### src/rtl/tsd_pkg.sv
// package for the scratchpad temperature decoder: payload and job types,
// resolution codes and the crc-8 byte update
// no dependencies
`default_nettype none

package tsd_pkg;

  // default number of sensors
  localparam int unsigned SensorsDefault = 8;

  // depth of the queue between front and back, and of the result queue
  localparam int unsigned JobDepth = 2;
  localparam int unsigned ResDepth = 2;

  // crc-8, reflected polynomial
  localparam logic [7:0] CrcPoly = 8'h8C;

  // configuration byte resolution codes
  localparam logic [7:0] Cfg12Bit = 8'h7F;
  localparam logic [7:0] Cfg11Bit = 8'h5F;
  localparam logic [7:0] Cfg10Bit = 8'h3F;

  // scratchpad byte positions that are kept
  localparam logic [3:0] PosTempLsb  = 4'd0;
  localparam logic [3:0] PosTempMsb  = 4'd1;
  localparam logic [3:0] PosConfig   = 4'd4;
  localparam logic [3:0] PosCntRemain = 4'd6;
  localparam logic [3:0] PosCrc      = 4'd8;

  // input item
  typedef struct packed {
    logic [2:0] sensor;
    logic [7:0] data_byte;
    logic       read_failed;
  } tsd_in_t;

  // result item
  typedef struct packed {
    logic [2:0]         sensor_out;
    logic signed [19:0] temperature;
    logic               is_error;
    logic               publish;
  } tsd_out_t;

  // finished read handed from front to back
  typedef struct packed {
    logic [2:0]  sensor;
    logic        is_error;
    logic [15:0] raw;
    logic [7:0]  cfg;
    logic [7:0]  remain_cnt;
  } tsd_job_t;

  // one byte through the crc-8, lsb first
  function automatic logic [7:0] crc8_update(input logic [7:0] crc, input logic [7:0] b);
    logic [7:0] c;
    c = crc ^ b;
    for (int i = 0; i < 8; i++) begin
      c = c[0] ? ((c >> 1) ^ CrcPoly) : (c >> 1);
    end
    return c;
  endfunction

endpackage

`default_nettype wire

### src/rtl/tsd_fifo.sv
// small register queue used between front and back and for results
// no dependencies
`default_nettype none

module tsd_fifo #(
  parameter int unsigned Width = 8,
  parameter int unsigned Depth = 2
) (
  input  wire logic             clk_i,
  input  wire logic             rst_ni,
  input  wire logic             push_i,
  input  wire logic [Width-1:0] data_i,
  output logic                  full_o,
  input  wire logic             pop_i,
  output logic [Width-1:0]      data_o,
  output logic                  empty_o
);

  localparam int unsigned PtrW = (Depth > 1) ? $clog2(Depth) : 1;
  localparam int unsigned CntW = $clog2(Depth + 1);

  logic [Width-1:0] mem_q [Depth];
  logic [PtrW-1:0]  wr_ptr_q, wr_ptr_d, rd_ptr_q, rd_ptr_d;
  logic [CntW-1:0]  cnt_q, cnt_d;
  logic             do_push, do_pop;

  assign full_o  = (cnt_q == CntW'(Depth));
  assign empty_o = (cnt_q == '0);
  assign do_push = push_i && !full_o;
  assign do_pop  = pop_i && !empty_o;
  assign data_o  = mem_q[rd_ptr_q];

  // pointer and count update
  always_comb begin
    wr_ptr_d = wr_ptr_q;
    rd_ptr_d = rd_ptr_q;
    cnt_d    = cnt_q;
    if (do_push) begin
      wr_ptr_d = (wr_ptr_q == PtrW'(Depth - 1)) ? '0 : wr_ptr_q + 1'b1;
    end
    if (do_pop) begin
      rd_ptr_d = (rd_ptr_q == PtrW'(Depth - 1)) ? '0 : rd_ptr_q + 1'b1;
    end
    if (do_push && !do_pop) begin
      cnt_d = cnt_q + 1'b1;
    end else if (do_pop && !do_push) begin
      cnt_d = cnt_q - 1'b1;
    end
  end

  always_ff @(posedge clk_i or negedge rst_ni) begin
    if (!rst_ni) begin
      wr_ptr_q <= '0;
      rd_ptr_q <= '0;
      cnt_q    <= '0;
    end else begin
      wr_ptr_q <= wr_ptr_d;
      rd_ptr_q <= rd_ptr_d;
      cnt_q    <= cnt_d;
    end
  end

  // storage, no reset
  always_ff @(posedge clk_i) begin
    if (do_push) begin
      mem_q[wr_ptr_q] <= data_i;
    end
  end

endmodule

`default_nettype wire

### src/rtl/tsd_front.sv
// front part: takes scratchpad bytes, runs the crc and keeps the bytes
// needed for decoding; emits one job per finished or failed read
// depends on tsd_pkg
`default_nettype none

module tsd_front import tsd_pkg::*; #(
  parameter int unsigned SENSORS = SensorsDefault
) (
  input  wire logic    clk_i,
  input  wire logic    rst_ni,
  input  wire logic    accept_i,
  input  wire tsd_in_t item_i,
  output logic         job_push_o,
  output tsd_job_t     job_o
);

  logic [3:0] byte_cnt_q, byte_cnt_d;
  logic [7:0] crc_q, crc_d;
  logic [2:0] cur_sensor_q, cur_sensor_d;
  logic [7:0] temp_lsb_q, temp_msb_q, cfg_q, cnt_remain_q;
  logic [2:0] sensor_eff;
  logic       in_range;
  logic       go;

  // sensor tag is taken only at the start of a read
  assign sensor_eff = (byte_cnt_q == '0) ? item_i.sensor : cur_sensor_q;
  assign in_range   = ({1'b0, sensor_eff} < 4'(SENSORS));
  assign go         = accept_i && in_range;

  // read sequencing and crc
  always_comb begin
    byte_cnt_d   = byte_cnt_q;
    crc_d        = crc_q;
    cur_sensor_d = cur_sensor_q;
    job_push_o   = 1'b0;
    job_o.sensor       = sensor_eff;
    job_o.is_error     = 1'b1;
    job_o.raw          = {temp_msb_q, temp_lsb_q};
    job_o.cfg          = cfg_q;
    job_o.remain_cnt   = cnt_remain_q;
    if (go) begin
      cur_sensor_d = sensor_eff;
      if (item_i.read_failed) begin
        byte_cnt_d = '0;
        crc_d      = '0;
        job_push_o = 1'b1;
      end else if (byte_cnt_q != PosCrc) begin
        crc_d      = crc8_update(crc_q, item_i.data_byte);
        byte_cnt_d = byte_cnt_q + 1'b1;
      end else begin
        byte_cnt_d     = '0;
        crc_d          = '0;
        job_push_o     = 1'b1;
        job_o.is_error = (crc_q != item_i.data_byte);
      end
    end
  end

  always_ff @(posedge clk_i or negedge rst_ni) begin
    if (!rst_ni) begin
      byte_cnt_q   <= '0;
      crc_q        <= '0;
      cur_sensor_q <= '0;
    end else begin
      byte_cnt_q   <= byte_cnt_d;
      crc_q        <= crc_d;
      cur_sensor_q <= cur_sensor_d;
    end
  end

  // kept scratchpad bytes
  always_ff @(posedge clk_i) begin
    if (go && !item_i.read_failed) begin
      if (byte_cnt_q == PosTempLsb)   temp_lsb_q   <= item_i.data_byte;
      if (byte_cnt_q == PosTempMsb)   temp_msb_q   <= item_i.data_byte;
      if (byte_cnt_q == PosConfig)    cfg_q        <= item_i.data_byte;
      if (byte_cnt_q == PosCntRemain) cnt_remain_q <= item_i.data_byte;
    end
  end

endmodule

`default_nettype wire

### src/rtl/tsd_back.sv
// back part: turns a job into a temperature and applies the per-sensor
// error suppression
// depends on tsd_pkg
`default_nettype none

module tsd_back import tsd_pkg::*; #(
  parameter int unsigned SENSORS = SensorsDefault
) (
  input  wire logic       clk_i,
  input  wire logic       rst_ni,
  input  wire logic [7:0] fixed_res_mask_i,
  input  wire logic       job_empty_i,
  input  wire tsd_job_t   job_i,
  output logic            job_pop_o,
  input  wire logic       res_full_i,
  output logic            res_push_o,
  output tsd_out_t        res_o
);

  localparam int unsigned SelW = (SENSORS > 1) ? $clog2(SENSORS) : 1;

  logic [SENSORS-1:0] err_pend_q, err_pend_d;
  logic [SelW-1:0]    sel;
  logic               go;
  logic signed [19:0] raw_ext;
  logic signed [19:0] fixed_t;
  logic signed [19:0] temp;

  assign go         = !job_empty_i && !res_full_i;
  assign job_pop_o  = go;
  assign res_push_o = go;
  assign sel        = job_i.sensor[SelW-1:0];
  assign raw_ext    = 20'(signed'(job_i.raw));

  // extended-resolution form: half-degree bit floored, count remain subtracted
  assign fixed_t = ((raw_ext & ~20'sd1) <<< 3) + 20'sd12
                   - signed'({12'd0, job_i.remain_cnt});

  // temperature select by device kind and resolution
  always_comb begin
    if (fixed_res_mask_i[job_i.sensor]) begin
      temp = fixed_t;
    end else begin
      unique case (job_i.cfg)
        Cfg12Bit: temp = raw_ext;
        Cfg11Bit: temp = raw_ext & ~20'sd1;
        Cfg10Bit: temp = raw_ext & ~20'sd3;
        default:  temp = raw_ext & ~20'sd7;
      endcase
    end
  end

  // error suppression and result
  always_comb begin
    err_pend_d       = err_pend_q;
    res_o.sensor_out = job_i.sensor;
    res_o.is_error   = job_i.is_error;
    res_o.temperature = job_i.is_error ? 20'sd0 : temp;
    res_o.publish    = 1'b1;
    if (job_i.is_error) begin
      res_o.publish = err_pend_q[sel];
    end
    if (go) begin
      err_pend_d[sel] = job_i.is_error && !err_pend_q[sel];
    end
  end

  always_ff @(posedge clk_i or negedge rst_ni) begin
    if (!rst_ni) begin
      err_pend_q <= '0;
    end else begin
      err_pend_q <= err_pend_d;
    end
  end

endmodule

`default_nettype wire

### src/rtl/temp_scratchpad_decoder_core.sv
// top level of the scratchpad temperature decoder
// depends on tsd_pkg, tsd_front, tsd_fifo, tsd_back
//
// Bytes of a sensor scratchpad are pushed one per cycle, byte 0 to 8, or a
// read is ended early by an item with read_failed set. While full_o is
// low the front takes one item every cycle; full_o rises only when two
// finished reads wait in the two-entry job queue, which happens when
// results are not popped. A result reaches the result side after byte 8 or
// a failure item is accepted: the job queue holds it, then the back part
// writes it into a two-entry result queue; one result can be produced
// each cycle while that queue is not full. Bytes 0 to 7 produce no result.
// The user must write the fixed-resolution mask only while no read is in
// progress, through cfg_we_i/cfg_wdata_i; the block does not enforce it.
`default_nettype none

module temp_scratchpad_decoder_core import tsd_pkg::*; #(
  parameter int unsigned SENSORS = SensorsDefault
) (
  input  wire logic       clk_i,
  input  wire logic       rst_ni,
  input  wire logic       push_i,
  input  wire tsd_in_t    in_i,
  output logic            full_o,
  input  wire logic       pop_i,
  output tsd_out_t        out_o,
  output logic            empty_o,
  input  wire logic       cfg_we_i,
  input  wire logic [7:0] cfg_wdata_i
);

  logic [7:0] fixed_res_mask_q;
  logic       accept;
  logic       job_push, job_pop, job_full, job_empty;
  tsd_job_t   job_in, job_out;
  logic       res_push, res_full;
  tsd_out_t   res_in;

  assign accept = push_i && !full_o;
  assign full_o = job_full;

  // configuration register
  always_ff @(posedge clk_i or negedge rst_ni) begin
    if (!rst_ni) begin
      fixed_res_mask_q <= '0;
    end else if (cfg_we_i) begin
      fixed_res_mask_q <= cfg_wdata_i;
    end
  end

  // byte intake and crc
  tsd_front #(.SENSORS(SENSORS)) u_front (
    .clk_i      (clk_i),
    .rst_ni     (rst_ni),
    .accept_i   (accept),
    .item_i     (in_i),
    .job_push_o (job_push),
    .job_o      (job_in)
  );

  // queue of finished reads
  tsd_fifo #(.Width($bits(tsd_job_t)), .Depth(JobDepth)) u_job_q (
    .clk_i   (clk_i),
    .rst_ni  (rst_ni),
    .push_i  (job_push),
    .data_i  (job_in),
    .full_o  (job_full),
    .pop_i   (job_pop),
    .data_o  (job_out),
    .empty_o (job_empty)
  );

  // decode and error suppression
  tsd_back #(.SENSORS(SENSORS)) u_back (
    .clk_i            (clk_i),
    .rst_ni           (rst_ni),
    .fixed_res_mask_i (fixed_res_mask_q),
    .job_empty_i      (job_empty),
    .job_i            (job_out),
    .job_pop_o        (job_pop),
    .res_full_i       (res_full),
    .res_push_o       (res_push),
    .res_o            (res_in)
  );

  // result queue
  tsd_fifo #(.Width($bits(tsd_out_t)), .Depth(ResDepth)) u_res_q (
    .clk_i   (clk_i),
    .rst_ni  (rst_ni),
    .push_i  (res_push),
    .data_i  (res_in),
    .full_o  (res_full),
    .pop_i   (pop_i),
    .data_o  (out_o),
    .empty_o (empty_o)
  );

endmodule

`default_nettype wire

### config.mk
export PLATFORM = sky130hd
export DESIGN_NAME = temp_scratchpad_decoder_core
export DESIGN_NICKNAME = d
export VERILOG_FILES = /design/src/rtl/tsd_pkg.sv /design/src/rtl/tsd_fifo.sv /design/src/rtl/tsd_front.sv /design/src/rtl/tsd_back.sv /design/src/rtl/temp_scratchpad_decoder_core.sv
export SDC_FILE = /design/constraint.sdc
export NUM_CORES = 1
export LEC_CHECK = 0
export BUFFER_PORTS_ARGS = -buffer_cell sky130_fd_sc_hd__buf_2
export CORE_MARGIN = 8
export CORE_UTILIZATION = 60
export DETAILED_ROUTE_END_ITERATION = 10
export GPL_TIMING_DRIVEN = 1
export PLACE_DENSITY = 0.81
export SLEW_MARGIN = 20
export SYNTH_ARGS = -nofsm -noshare
export SYNTH_HDL_FRONTEND = slang
export SYNTH_SLANG_ARGS = --single-unit
### constraint.sdc
create_clock -name clk_i -period 12.35 [get_ports clk_i]
set_input_delay 1.235 -clock clk_i [delete_from_list [all_inputs] [get_ports clk_i]]
set_output_delay 1.235 -clock clk_i [all_outputs]
set_load 0.01 [all_outputs]
==> run summary, run 1 <==
Worst Hold Class: flip-flop to flip-flop
worst path required time: 12.51 ns
Post-synth EDFFs: 154
post-CTS repair timing setup buffer count: 0
# IOs: 52
worst-path fanout max: 34
GR peak layer: met2
Total Wirelength: 15100 um
dominant cell type by area after synthesis: edfxtp_1
Design Area, Final: 9420 sq um
number of global-route vias before repair: 4815
WP data arrival: 3.76 ns
max-cap violation count: 0
crit path capture type: flip-flop
setup slack, reg-to-reg: 8.75 ns
Final ANT Viol Nets: 0
syn nets: 605
Initial Util: 60.8%
met3 Use GR: 3.85%
GRT Resource Usage Total: 17.7%
critical path capture point: u_res_q.mem_q[1][19]
Yosys Warn Count: 0
met2 Resource Use GR: 28.1%
share of layout cells above drive strength 1: 26.0%
met1 usage: 23.4%
period utilization: 29.1%
DP HPWL: 10500 um
Critical Path Stages: 9
Hold Fails Final Rpt: 0
Placer Congestion: 0.856
RSZ-0062 raised after global routing: false
class of the most critical setup path: flip-flop to flip-flop
area delta synth->final: 12.5%
diode count: 0
DR WL/cell: 18.3 um
DIE WIDTH: 134 um
Min Hold Slack: 0.445 ns
FF-to-FF End: u_res_q.mem_q[1][19]
Worst path max stage delay: 0.82 ns
global-route wire length before repair: 24900 um
Buffers & Inverters on Critical Path: 1
CP startpoint: u_job_q.rd_ptr_q
Synth top area share: 55.2%
CTS Buf Count: 17
post-cts sizing count: 0
Clock transition at path regs: 0.07 ns
setup TNS: 0 ns
Slew Limit Headroom: 41.4%
Clock Latency Late Sink: 0.43 ns
initial antenna violation count: 0
register area: 5600 sq um
most frequent cells in the layout: 154 x edfxtp_1, 57 x mux2_2, 51 x buf_2
# setup viols final: 0
register area share after synthesis: 66.9%
die area: 18000 sq um
commonest non-fill, non-tap cell in the layout: edfxtp_1
Final Max Slew Viols: 0
Main synth FF type: edfxtp_1
fmax: 0.278 GHz
Period minus WS final: 3.60 ns
die height: 134 um
vias: 4692
FILL cells: 917
mean post-synth cell area: 14.7 sq um
# port buffers: 51
# rows: 43
placed cell areas: 8810 sq um
DR iter-0 viols: 328
CTS Sinks: 193
Clock Skew: 0.00748 ns
Power Density: 251 nW/um^2
Post-Synthesis Cells: 569
Leak: 3.40 nW
FF-to-FF path depth: 9
status: finished clean
buffer depth of the longest clock path: 2
TritonCTS clock tree: built
Multi-input gate area: 2640 sq um
H-tree depth: 4
Yosys reg bits: 193
core box area: 13800 sq um
largest cells by area after synthesis: edfxtp_1 55%, dfrtp_1 12%, mux2_2 7.7%
family with the most delay on the worst path: compound AO/OA/AOI/OAI gates
Slowest-stage cell, CP: dfrtp_2
Netlist cell types: 63
Worst R2R Start: u_job_q.rd_ptr_q
Most common cell on crit path: a21oi_1
largest net degree at the start of global routing: 40
hold_buf cts: 0
worst-margin pin slew: 0.878 ns
Mapped Area: 8370 sq um
Max VDD drop: 167 uV
Root Driver: clkbuf_16
DR DRC count: 0
worst-path cell chain: buf_4 > mux2_2 > ha_1 > a21oi_1 > o21ai_1 > or3_1 > o41ai_1 > a21o_1 > a21oi_1
CP Launch Type: flip-flop
global route overflow: 0
Layout Nets: 665
Vias per Instance: 5.71
ys async rst share: 20.2%
drt first pass iters: 5
==> cell usage after synthesis, types with 3 or more instances <==
library cell  count
a211oi_1          3
a21o_1            3
a21oi_1          15
and2_1            4
and3_1            3
buf_4             4
clkbuf_1          6
dfrtp_1          39
edfxtp_1        154
ha_1             11
inv_1            11
mux2_2           57
mux2i_1          20
mux2i_2           3
nand2_1          42
nand2b_1          7
nand3_1          12
nand4_1           3
nand4b_1          3
nor2_1           28
nor3_1           14
nor3b_1           6
nor4_1            4
o211ai_1          3
o21ai_0          18
o21ai_1           3
or3_1             5
xnor2_1          34
xor2_1           10
==> state kept, by name, indices dropped and copies added (netlist names) <==
signal and flops:
fixed_res_mask_q 8, u_back.err_pend_q 8, u_front.byte_cnt_q 4, u_front.cfg_q 8, u_front.cnt_remain_q 8, u_front.crc_q 8, u_front.cur_sensor_q 3, u_front.temp_lsb_q 8
u_front.temp_msb_q 8, u_job_q.cnt_q 2, u_job_q.mem_q 72, u_job_q.rd_ptr_q 1, u_job_q.wr_ptr_q 1, u_res_q.cnt_q 2, u_res_q.mem_q 50, u_res_q.rd_ptr_q 1
u_res_q.wr_ptr_q 1
==> cell type report <==
class	instances	share of cell area, %
multi-input combinational	348	28.1
sequential	193	59.5
inverter	13	0.518
clock inverter	14	1.87
clock buffer	18	4.56
timing repair buffer	56	3.11
tap	180	2.39
==> worst min-delay path by stage <==
stage	slack [ns]	to	start	depth (start not counted)
after floorplan	0.42	u_job_q.mem_q[0][0]	u_front.cnt_remain_q[0]	0
after global placement	0.42	u_job_q.mem_q[0][19]	u_front.temp_lsb_q[3]	0
after detailed placement	0.43	u_job_q.mem_q[1][26]	u_front.temp_msb_q[2]	0
after CTS	0.45	u_job_q.mem_q[0][25]	u_front.temp_msb_q[1]	0
after global routing	0.46	u_job_q.mem_q[0][19]	u_front.temp_lsb_q[3]	0
final	0.45	u_job_q.mem_q[1][8]	u_front.cfg_q[0]	0
==> stage by stage <==
step | std cells | util [%] | setup WS [ns] | power [mW]
finish | 822 | 68.4 | 8.75 | 2.36
global route | 822 | 68.4 | 8.52 | 2.50
CTS | 822 | 68.4 | 8.81 | 2.38
detailed placement | 790 | 64.0 | 8.83 | 1.82
global placement | 790 | 64.0 | 8.92 | 1.79
floorplan | 569 | - | 7.65 | 1.61
==> cells by family after synthesis <==
group	after synthesis	synth area share, %
compound gates	61	4.93
xor+xnor	44	4.60
fa+ha+maj	11	1.64
buf+inv	28	1.64
flops	193	66.9
mux	81	10.7
simple gates	151	9.61
==> power breakdown <==
| group | total [mW] | internal (mW) | switching (mW) | leakage [nW] |
|---|---|---|---|---|
| Clock | 0.554 | 0.321 | 0.233 | 0.287 |
| Sequential | 1.00 | 0.903 | 0.101 | 1.89 |
| Combinational | 0.803 | 0.351 | 0.451 | 1.22 |
| Total | 2.36 | 1.58 | 0.785 | 3.40 |
==> metal layers <==
metal  part of all wire, %  vias up
li1                      -     2245
met1                    45     2313
met2                    48      114
met3                   4.8       20
met4                   1.5        0
met5                     0        -
Note: power is estimated with default switching activity, not from simulation.
==> run 2, diff against run 1 <==
--- a/config.mk
+++ b/config.mk
@@ -5,12 +5,13 @@
 export SDC_FILE = /design/constraint.sdc
 export NUM_CORES = 1
 export LEC_CHECK = 0
+export ABC_AREA = 1
 export BUFFER_PORTS_ARGS = -buffer_cell sky130_fd_sc_hd__buf_2
 export CORE_MARGIN = 8
-export CORE_UTILIZATION = 60
+export CORE_UTILIZATION = 55
 export DETAILED_ROUTE_END_ITERATION = 10
 export GPL_TIMING_DRIVEN = 1
-export PLACE_DENSITY = 0.81
+export PLACE_DENSITY = 0.78
 export SLEW_MARGIN = 20
 export SYNTH_ARGS = -nofsm -noshare
 export SYNTH_HDL_FRONTEND = slang
==> constraint.sdc (replaced) <==
create_clock -name clk_i -period 2.89 [get_ports clk_i]
set_input_delay 0.289 -clock clk_i [delete_from_list [all_inputs] [get_ports clk_i]]
set_output_delay 0.289 -clock clk_i [all_outputs]
set_load 0.01 [all_outputs]
==> run 2 against run 1 <==
Against the previous run:
- largest cell class unchanged
- sequential share of layout area decreased by 1.5 points
- the flow now finishes with violations (negative hold slack)
- combinational power increased to 5.3 times the previous value
- critical path depth unchanged
- highest routed layer unchanged
==> run summary, run 2 <==
Power Density: 1110 nW/um^2 (was 251 nW/um^2)
Mapped Area: 8550 sq um (was 8370 sq um)
# port buffers: 51 (unchanged)
RSZ-0062 raised after global routing: false (unchanged)
commonest cells in the synthesized netlist: 255 x nand2_1, 154 x edfxtp_1, 75 x nor2_1 (was 154 x edfxtp_1, 57 x mux2_2, 42 x nand2_1)
sw frac: 38.7% (was 33.3%)
commonest non-fill, non-tap cell in the layout: nand2_1 (was edfxtp_1)
Design Area, Final: 9650 sq um (was 9420 sq um)
Max VDD drop: 588 uV (was 167 uV)
Min Hold Slack: -0.0224 ns (was 0.445 ns)
Slew Limit Headroom: 41.2% (was 41.4%)
Post-synth EDFFs: 154 (unchanged)
dominant cell type by area after synthesis: edfxtp_1 (unchanged)
DP HPWL: 11400 um (was 10500 um)
buffer depth of the longest clock path: 2 (unchanged)
core box area: 15200 sq um (was 13800 sq um)
DR DRC count: 0 (unchanged)
failing checks: negative hold slack
Pint: 6.56 mW (was 1.58 mW)
NetSw: 4.14 mW (was 785 uW)
Largest regs: u_job_q.mem_q (72), u_res_q.mem_q (50) (unchanged)
DIE WIDTH: 141 um (was 134 um)
Yosys Warn Count: 0 (unchanged)
drt first pass iters: 5 (unchanged)
diode count: 0 (unchanged)
die area: 19800 sq um (was 18000 sq um)
post-place setup slack: 0.496 ns (was 8.83 ns)
# setup viols final: 0 (unchanged)
Hold Fails Final Rpt: 39 (was 0)
GRT Resource Usage Total: 17.3% (was 17.7%)
post-CTS repair timing setup buffer count: 0 (unchanged)
combinational cell fraction of total power: 39.5% (was 34.0%)
Slowest-stage cell, CP: dfrtp_1 (was dfrtp_2)
Clock Latency Late Sink: 0.43 ns (about the same)
max-cap violation count: 0 (unchanged)
Placer Congestion: 0.947 (was 0.856)
setup TNS: 0 ns (unchanged)
CTS Buf Count: 17 (unchanged)
Root Driver: clkbuf_16 (unchanged)
global-route wire length before repair: 26900 um (was 24900 um)
DR WL/cell: 15.4 um (was 18.3 um)
area delta synth->final: 12.9% (was 12.5%)
CP Launch Type: flip-flop (unchanged)
most numerous cell in the Yosys netlist: nand2_1 (was edfxtp_1)
max reg flops: 72 (unchanged)
met3 Use GR: 4.29% (was 3.85%)
Worst Hold Class: primary input to async pin (was flip-flop to flip-flop)
post-cts sizing count: 0 (unchanged)
global route overflow: 0 (unchanged)
most frequent cells in the layout: 255 x nand2_1, 154 x edfxtp_1, 72 x inv_1 (was 154 x edfxtp_1, 57 x mux2_2, 51 x buf_2)
period utilization: 86.4% (was 29.1%)
clock share of power: 21.8% (was 23.5%)
mean post-synth cell area: 10.6 sq um (was 14.7 sq um)
setup ws final: 0.392 ns (was 8.75 ns)
setup slack, reg-to-reg: 0.39 ns (was 8.75 ns)
Final ANT Viol Nets: 0 (unchanged)
worst path required time: 3.05 ns (was 12.51 ns)
Vias per Instance: 5.24 (was 5.71)
DR iter-0 viols: 486 (was 328)
Synth top area share: 54.1% (was 55.2%)
initial antenna violation count: 0 (unchanged)
FF-to-FF path depth: 9 (unchanged)
# rows: 45 (was 43)
Initial Util: 56.2% (was 60.8%)
Post-Synthesis Cells: 806 (was 569)
vias: 5614 (was 4692)
number of global-route vias before repair: 5472 (was 4815)
worst-margin pin slew: 0.882 ns (was 0.878 ns)
fin util: 63.5% (was 68.4%)
FF-to-FF End: u_res_q.mem_q[0][18] (was u_res_q.mem_q[1][19])
# IOs: 52 (unchanged)
Total Wirelength: 16500 um (was 15100 um)
Worst R2R Start: u_job_q.rd_ptr_q (unchanged)
Period minus WS final: 2.50 ns (was 3.60 ns)
worst-path fanout max: 28 (was 34)
Most common cell on crit path: a21oi_1 (unchanged)
WP data arrival: 2.66 ns (was 3.76 ns)
largest cells by area after synthesis: edfxtp_1 54%, dfrtp_1 11%, nand2_1 11% (was edfxtp_1 55%, dfrtp_1 12%, mux2_2 7.7%)
syn nets: 842 (was 605)
Netlist cell types: 39 (was 63)
worst-path cell chain: buf_12 > mux2i_1 > ha_1 > a21oi_1 > o21ai_0 > a21oi_1 > nand2_1 > xor2_1 > a21oi_1 (was buf_4 > mux2_2 > ha_1 > a21oi_1 > o21ai_1 > or3_1 > o41ai_1 > a21o_1 > a21oi_1)
die height: 141 um (was 134 um)
Clock Skew: 0.00970 ns (was 0.00748 ns)
met2 Resource Use GR: 28.1% (about the same)
Clock transition at path regs: 0.07 ns (about the same)
FILL cells: 1193 (was 917)
Worst path max stage delay: 0.45 ns (was 0.82 ns)
sequential power share: 38.8% (was 42.5%)
register area share after synthesis: 65.5% (was 66.9%)
TritonCTS clock tree: built (unchanged)
Layout Nets: 907 (was 665)
fmax: 0.400 GHz (was 0.278 GHz)
placed cell areas: 9050 sq um (was 8810 sq um)
Leak: 4.10 nW (was 3.40 nW)
Main synth FF type: edfxtp_1 (unchanged)
class of the most critical setup path: flip-flop to flip-flop (unchanged)
largest net degree at the start of global routing: 40 (unchanged)
Final Max Slew Viols: 0 (unchanged)
H-tree depth: 4 (unchanged)
crit path capture type: flip-flop (unchanged)
ys async rst share: 20.2% (unchanged)
Yosys reg bits: 193 (unchanged)
met1 usage: 21.9% (was 23.4%)
Reg with most FFs: u_job_q.mem_q (unchanged)
GR peak layer: met2 (unchanged)
status: complete, but fails checks (was finished clean)
share of layout cells above drive strength 1: 14.7% (was 26.0%)
hold_buf cts: 0 (unchanged)
CTS Sinks: 193 (unchanged)
-- run 2: worst max-delay path: cells and delay by family (launching register included) --
family	cells	cell delay, ns
AO/OA/AOI/OAI	4	0.71
flip-flops	1	0.45
adder cells (fa/ha/maj)	1	0.32
multiplexers	1	0.24
buffers and inverters	1	0.21
XOR/XNOR	1	0.17
AND/OR/NAND/NOR	1	0.11
-- run 2: final cells by class --
class	count	area [sq um]	area share [%]
flip-flops and latches	193	5600	58.0
multi-input cells	520	2550	26.5
clock buffers	22	507	5.25
repair buffers	64	378	3.92
inverters	75	284	2.94
well taps	188	235	2.44
clock inverters	10	92.6	0.959
-- run 2: power by group through the flow --
stage | Sequential [mW] | Combinational, mW | Clock (mW)
2_1_floorplan | 4.13 | 3.12 | 0
3_3_place_gp | 4.17 | 4.13 | 0
3_5_place_dp | 4.20 | 4.20 | 0
4_1_cts | 4.15 | 4.24 | 2.37
5_1_grt | 4.22 | 4.77 | 2.49
6_report | 4.15 | 4.22 | 2.33
-- run 2: per-layer routing --
| metal | vias up | part of all wire (%) |
|---|---|---|
| li1 | 2804 | - |
| met1 | 2643 | 45 |
| met2 | 141 | 49 |
| met3 | 26 | 5.1 |
| met4 | 0 | 1.7 |
| met5 | - | 0 |
-- run 2: logic make-up (layout without fill, tap and decap cells) --
| kind of cell | count (synthesis) | in the layout | share of synthesized area (%) |
|---|---|---|---|
| muxes | 13 | 13 | 1.64 |
| adders and majority gates | 11 | 11 | 1.61 |
| xor gates and xnor gates | 26 | 26 | 2.66 |
| buffers and inverters | 93 | 171 | 4.80 |
| AOI/OAI and AO/OA | 81 | 81 | 5.28 |
| DFF | 193 | 193 | 65.5 |
| and+or+nand+nor | 389 | 389 | 18.5 |
-- run 2: how the worst max path moves through the flow --
stage | from | slack (ns) | to | cells past startpoint
floorplan | u_front.byte_cnt_q[0] | 0.23 | u_job_q.mem_q[1][0] | 8
global placement | u_front.byte_cnt_q[0] | 0.48 | u_job_q.mem_q[0][22] | 9
detailed placement | u_front.byte_cnt_q[0] | 0.50 | u_job_q.mem_q[0][6] | 9
CTS | u_job_q.rd_ptr_q | 0.46 | u_res_q.mem_q[0][18] | 9
global route | u_front.byte_cnt_q[1] | 0.21 | u_job_q.mem_q[0][6] | 9
finish | u_job_q.rd_ptr_q | 0.39 | u_res_q.mem_q[0][18] | 9
-- run 2: metrics by stage --
step	cells	power (mW)
4_1_cts	1072	10.8
3_3_place_gp	1040	8.30
3_5_place_dp	1040	8.41
2_1_floorplan	806	7.25
6_report	1072	10.7
5_1_grt	1072	11.5
==> run 3, diff against run 2 <==
--- a/config.mk
+++ b/config.mk
@@ -8,10 +8,10 @@
 export ABC_AREA = 1
 export BUFFER_PORTS_ARGS = -buffer_cell sky130_fd_sc_hd__buf_2
 export CORE_MARGIN = 8
-export CORE_UTILIZATION = 55
+export CORE_UTILIZATION = 40
 export DETAILED_ROUTE_END_ITERATION = 10
 export GPL_TIMING_DRIVEN = 1
-export PLACE_DENSITY = 0.78
+export PLACE_DENSITY = 0.6
 export SLEW_MARGIN = 20
 export SYNTH_ARGS = -nofsm -noshare
 export SYNTH_HDL_FRONTEND = slang
==> run 3 against run 2 <==
Against the previous run:
- the run still ends with negative hold slack left
- fmax is 1.2% higher
- sequential share of layout area is 1.1 points lower
- register-to-register slack gained 0.03 ns
- wire length is 2.2% higher
- via count down 2.5%
- sequential power about the same
- clock power increased by 6%
- cell count is 8.4% higher
- die area up 33%
==> run summary, run 3 (same netlist as run 2, synthesis figures left out) <==
H-tree depth: 4 (unchanged)
Min Hold Slack: -0.0148 ns (was -0.0224 ns)
CTS Sinks: 193 (unchanged)
commonest non-fill, non-tap cell in the layout: nand2_1 (unchanged)
RSZ-0062 raised after global routing: false (unchanged)
post-CTS repair timing setup buffer count: 0 (unchanged)
drt first pass iters: 5 (unchanged)
post-cts sizing count: 0 (unchanged)
CP Launch Type: flip-flop (unchanged)
hold_buf cts: 0 (unchanged)
DIE WIDTH: 162 um (was 141 um)
share of layout cells above drive strength 1: 15.1% (was 14.7%)
Max VDD drop: 526 uV (was 588 uV)
Final Max Slew Viols: 0 (unchanged)
die area: 26300 sq um (was 19800 sq um)
Worst path max stage delay: 0.44 ns (was 0.45 ns)
largest net degree at the start of global routing: 40 (unchanged)
area delta synth->final: 15.0% (was 12.9%)
class of the most critical setup path: flip-flop to flip-flop (unchanged)
fmax: 0.405 GHz (was 0.400 GHz)
number of global-route vias before repair: 5294 (was 5472)
worst-path cell chain: buf_12 > mux2i_1 > ha_1 > a21oi_1 > o21ai_0 > a21oi_1 > nand2_1 > xor2_1 > a21oi_1 (unchanged)
Clock Latency Late Sink: 0.43 ns (about the same)
FILL cells: 1912 (was 1193)
Largest regs: u_job_q.mem_q (72), u_res_q.mem_q (50) (unchanged)
Layout Nets: 910 (was 907)
# port buffers: 51 (unchanged)
status: complete, but fails checks (unchanged)
max-cap violation count: 0 (unchanged)
worst-margin pin slew: 0.907 ns (was 0.882 ns)
vias: 5474 (was 5614)
Initial Util: 40.7% (was 56.2%)
crit path capture type: flip-flop (unchanged)
Slowest-stage cell, CP: dfrtp_1 (unchanged)
period utilization: 85.4% (was 86.4%)
DR iter-0 viols: 262 (was 486)
fin util: 46.8% (was 63.5%)
Pint: 6.69 mW (was 6.56 mW)
buffer depth of the longest clock path: 2 (unchanged)
GRT Resource Usage Total: 13.4% (was 17.3%)
Period minus WS final: 2.47 ns (was 2.50 ns)
Leak: 4.12 nW (was 4.10 nW)
Vias per Instance: 4.71 (was 5.24)
# setup viols final: 0 (unchanged)
placed insts: 1130 (was 1040)
worst path required time: 3.15 ns (was 3.05 ns)
global route overflow: 0 (unchanged)
worst-path fanout max: 35 (was 28)
# IOs: 52 (unchanged)
Power Density: 1110 nW/um^2 (about the same)
most frequent cells in the layout: 255 x nand2_1, 154 x edfxtp_1, 72 x inv_1 (unchanged)
Reg with most FFs: u_job_q.mem_q (unchanged)
family with the most delay on the worst path: compound AO/OA/AOI/OAI gates (unchanged)
Root Driver: clkbuf_16 (unchanged)
Most common cell on crit path: a21oi_1 (unchanged)
WP data arrival: 2.73 ns (was 2.66 ns)
failing checks: negative hold slack (unchanged)
Slew Limit Headroom: 39.5% (was 41.2%)
TritonCTS clock tree: built (unchanged)
setup TNS: 0 ns (unchanged)
max reg flops: 72 (unchanged)
Buffers & Inverters on Critical Path: 1 (unchanged)
Clock Skew: 0.00959 ns (was 0.00970 ns)
combinational cell fraction of total power: 39.3% (was 39.5%)
Worst Hold Class: primary input to async pin (unchanged)
sequential power share: 37.9% (was 38.8%)
Critical Path Stages: 9 (unchanged)
NetSw: 4.19 mW (was 4.14 mW)
Total Wirelength: 16900 um (was 16500 um)
DR WL/cell: 14.5 um (was 15.4 um)
post-route insts no fill: 1162 (was 1072)
Hold Fails Final Rpt: 20 (was 39)
DR DRC count: 0 (unchanged)
CTS Buf Count: 17 (unchanged)
sw frac: 38.5% (was 38.7%)
DP HPWL: 11900 um (was 11400 um)
die height: 162 um (was 141 um)
initial antenna violation count: 0 (unchanged)
core box area: 21000 sq um (was 15200 sq um)
Final ANT Viol Nets: 0 (unchanged)
Clock transition at path regs: 0.07 ns (about the same)
clock share of power: 22.8% (was 21.8%)
diode count: 0 (unchanged)
global-route wire length before repair: 27500 um (was 26900 um)
# rows: 53 (was 45)
Placer Congestion: 0.888 (was 0.947)
FF-to-FF path depth: 9 (unchanged)
Power, Total: 10.9 mW (was 10.7 mW)
run 3: cell count changes in the layout (fill, tap and decap cells not counted), sizes merged:
cell      before  now
buf           64   67
clkinv         5    4
clkinvlp       2    5
bufinv         1    4
clkbuf        22   17
run 3: final cells by class:
class | count | area [sq um] | area share, %
Clock buffer | 17 | 425 | 4.33
Clock inverter | 15 | 205 | 2.09
Inverter | 75 | 284 | 2.89
Multi-Input combinational cell | 520 | 2560 | 26.0
Sequential cell | 193 | 5600 | 57.0
Tap cell | 275 | 344 | 3.50
Timing Repair Buffer | 67 | 413 | 4.20
run 3: through the flow:
stage	area [sq um]	worst slack, ns
after global routing	9830	0.183
after detailed placement	9200	0.471
after global placement	9200	0.496
after CTS	9830	0.437
after floorplan	8550	0.225
final	9830	0.422
run 3: worst reg2reg max path: cells and delay by family (launching register included):
kind            cells  cell delay [ns]
compound gates      4             0.79
xor+xnor            1             0.15
fa+ha+maj           1             0.31
buf+inv             1             0.24
flops               1             0.44
mux                 1             0.27
simple gates        1             0.10
run 3: power by group through the flow:
stage / Clock, mW / Sequential (mW) / Combinational, mW
2_1_floorplan: 0 / 4.13 / 3.12
3_3_place_gp: 0 / 4.17 / 4.29
3_5_place_dp: 0 / 4.18 / 4.33
4_1_cts: 2.54 / 4.13 / 4.35
5_1_grt: 2.65 / 4.20 / 4.85
6_report: 2.48 / 4.13 / 4.27
run 3: worst paths after layout:
check                                       endpoint  slack, ns                  start
worst max-delay path            u_res_q.mem_q[1][18]       0.42       u_job_q.rd_ptr_q
worst min-delay path            u_back.err_pend_q[1]      -0.01                 rst_ni
worst max register to register  u_res_q.mem_q[1][18]       0.42       u_job_q.rd_ptr_q
worst min register to register  u_job_q.mem_q[1][29]       0.44  u_front.temp_msb_q[5]
max in group asynchronous           u_front.crc_q[1]       2.33                 rst_ni
min in group clk_i               fixed_res_mask_q[1]       0.08         cfg_wdata_i[1]
run 3: per-layer routing:
layer	GRT usage (%)	wire length, um	part of all wire (%)	vias to the layer above
met1	17.8	7830	46	2554
met5	0	0	0	-
met4	4.08	177	1.0	0
met3	3.16	754	4.5	13
li1	-	-	-	2807
met2	21.3	8090	48	100
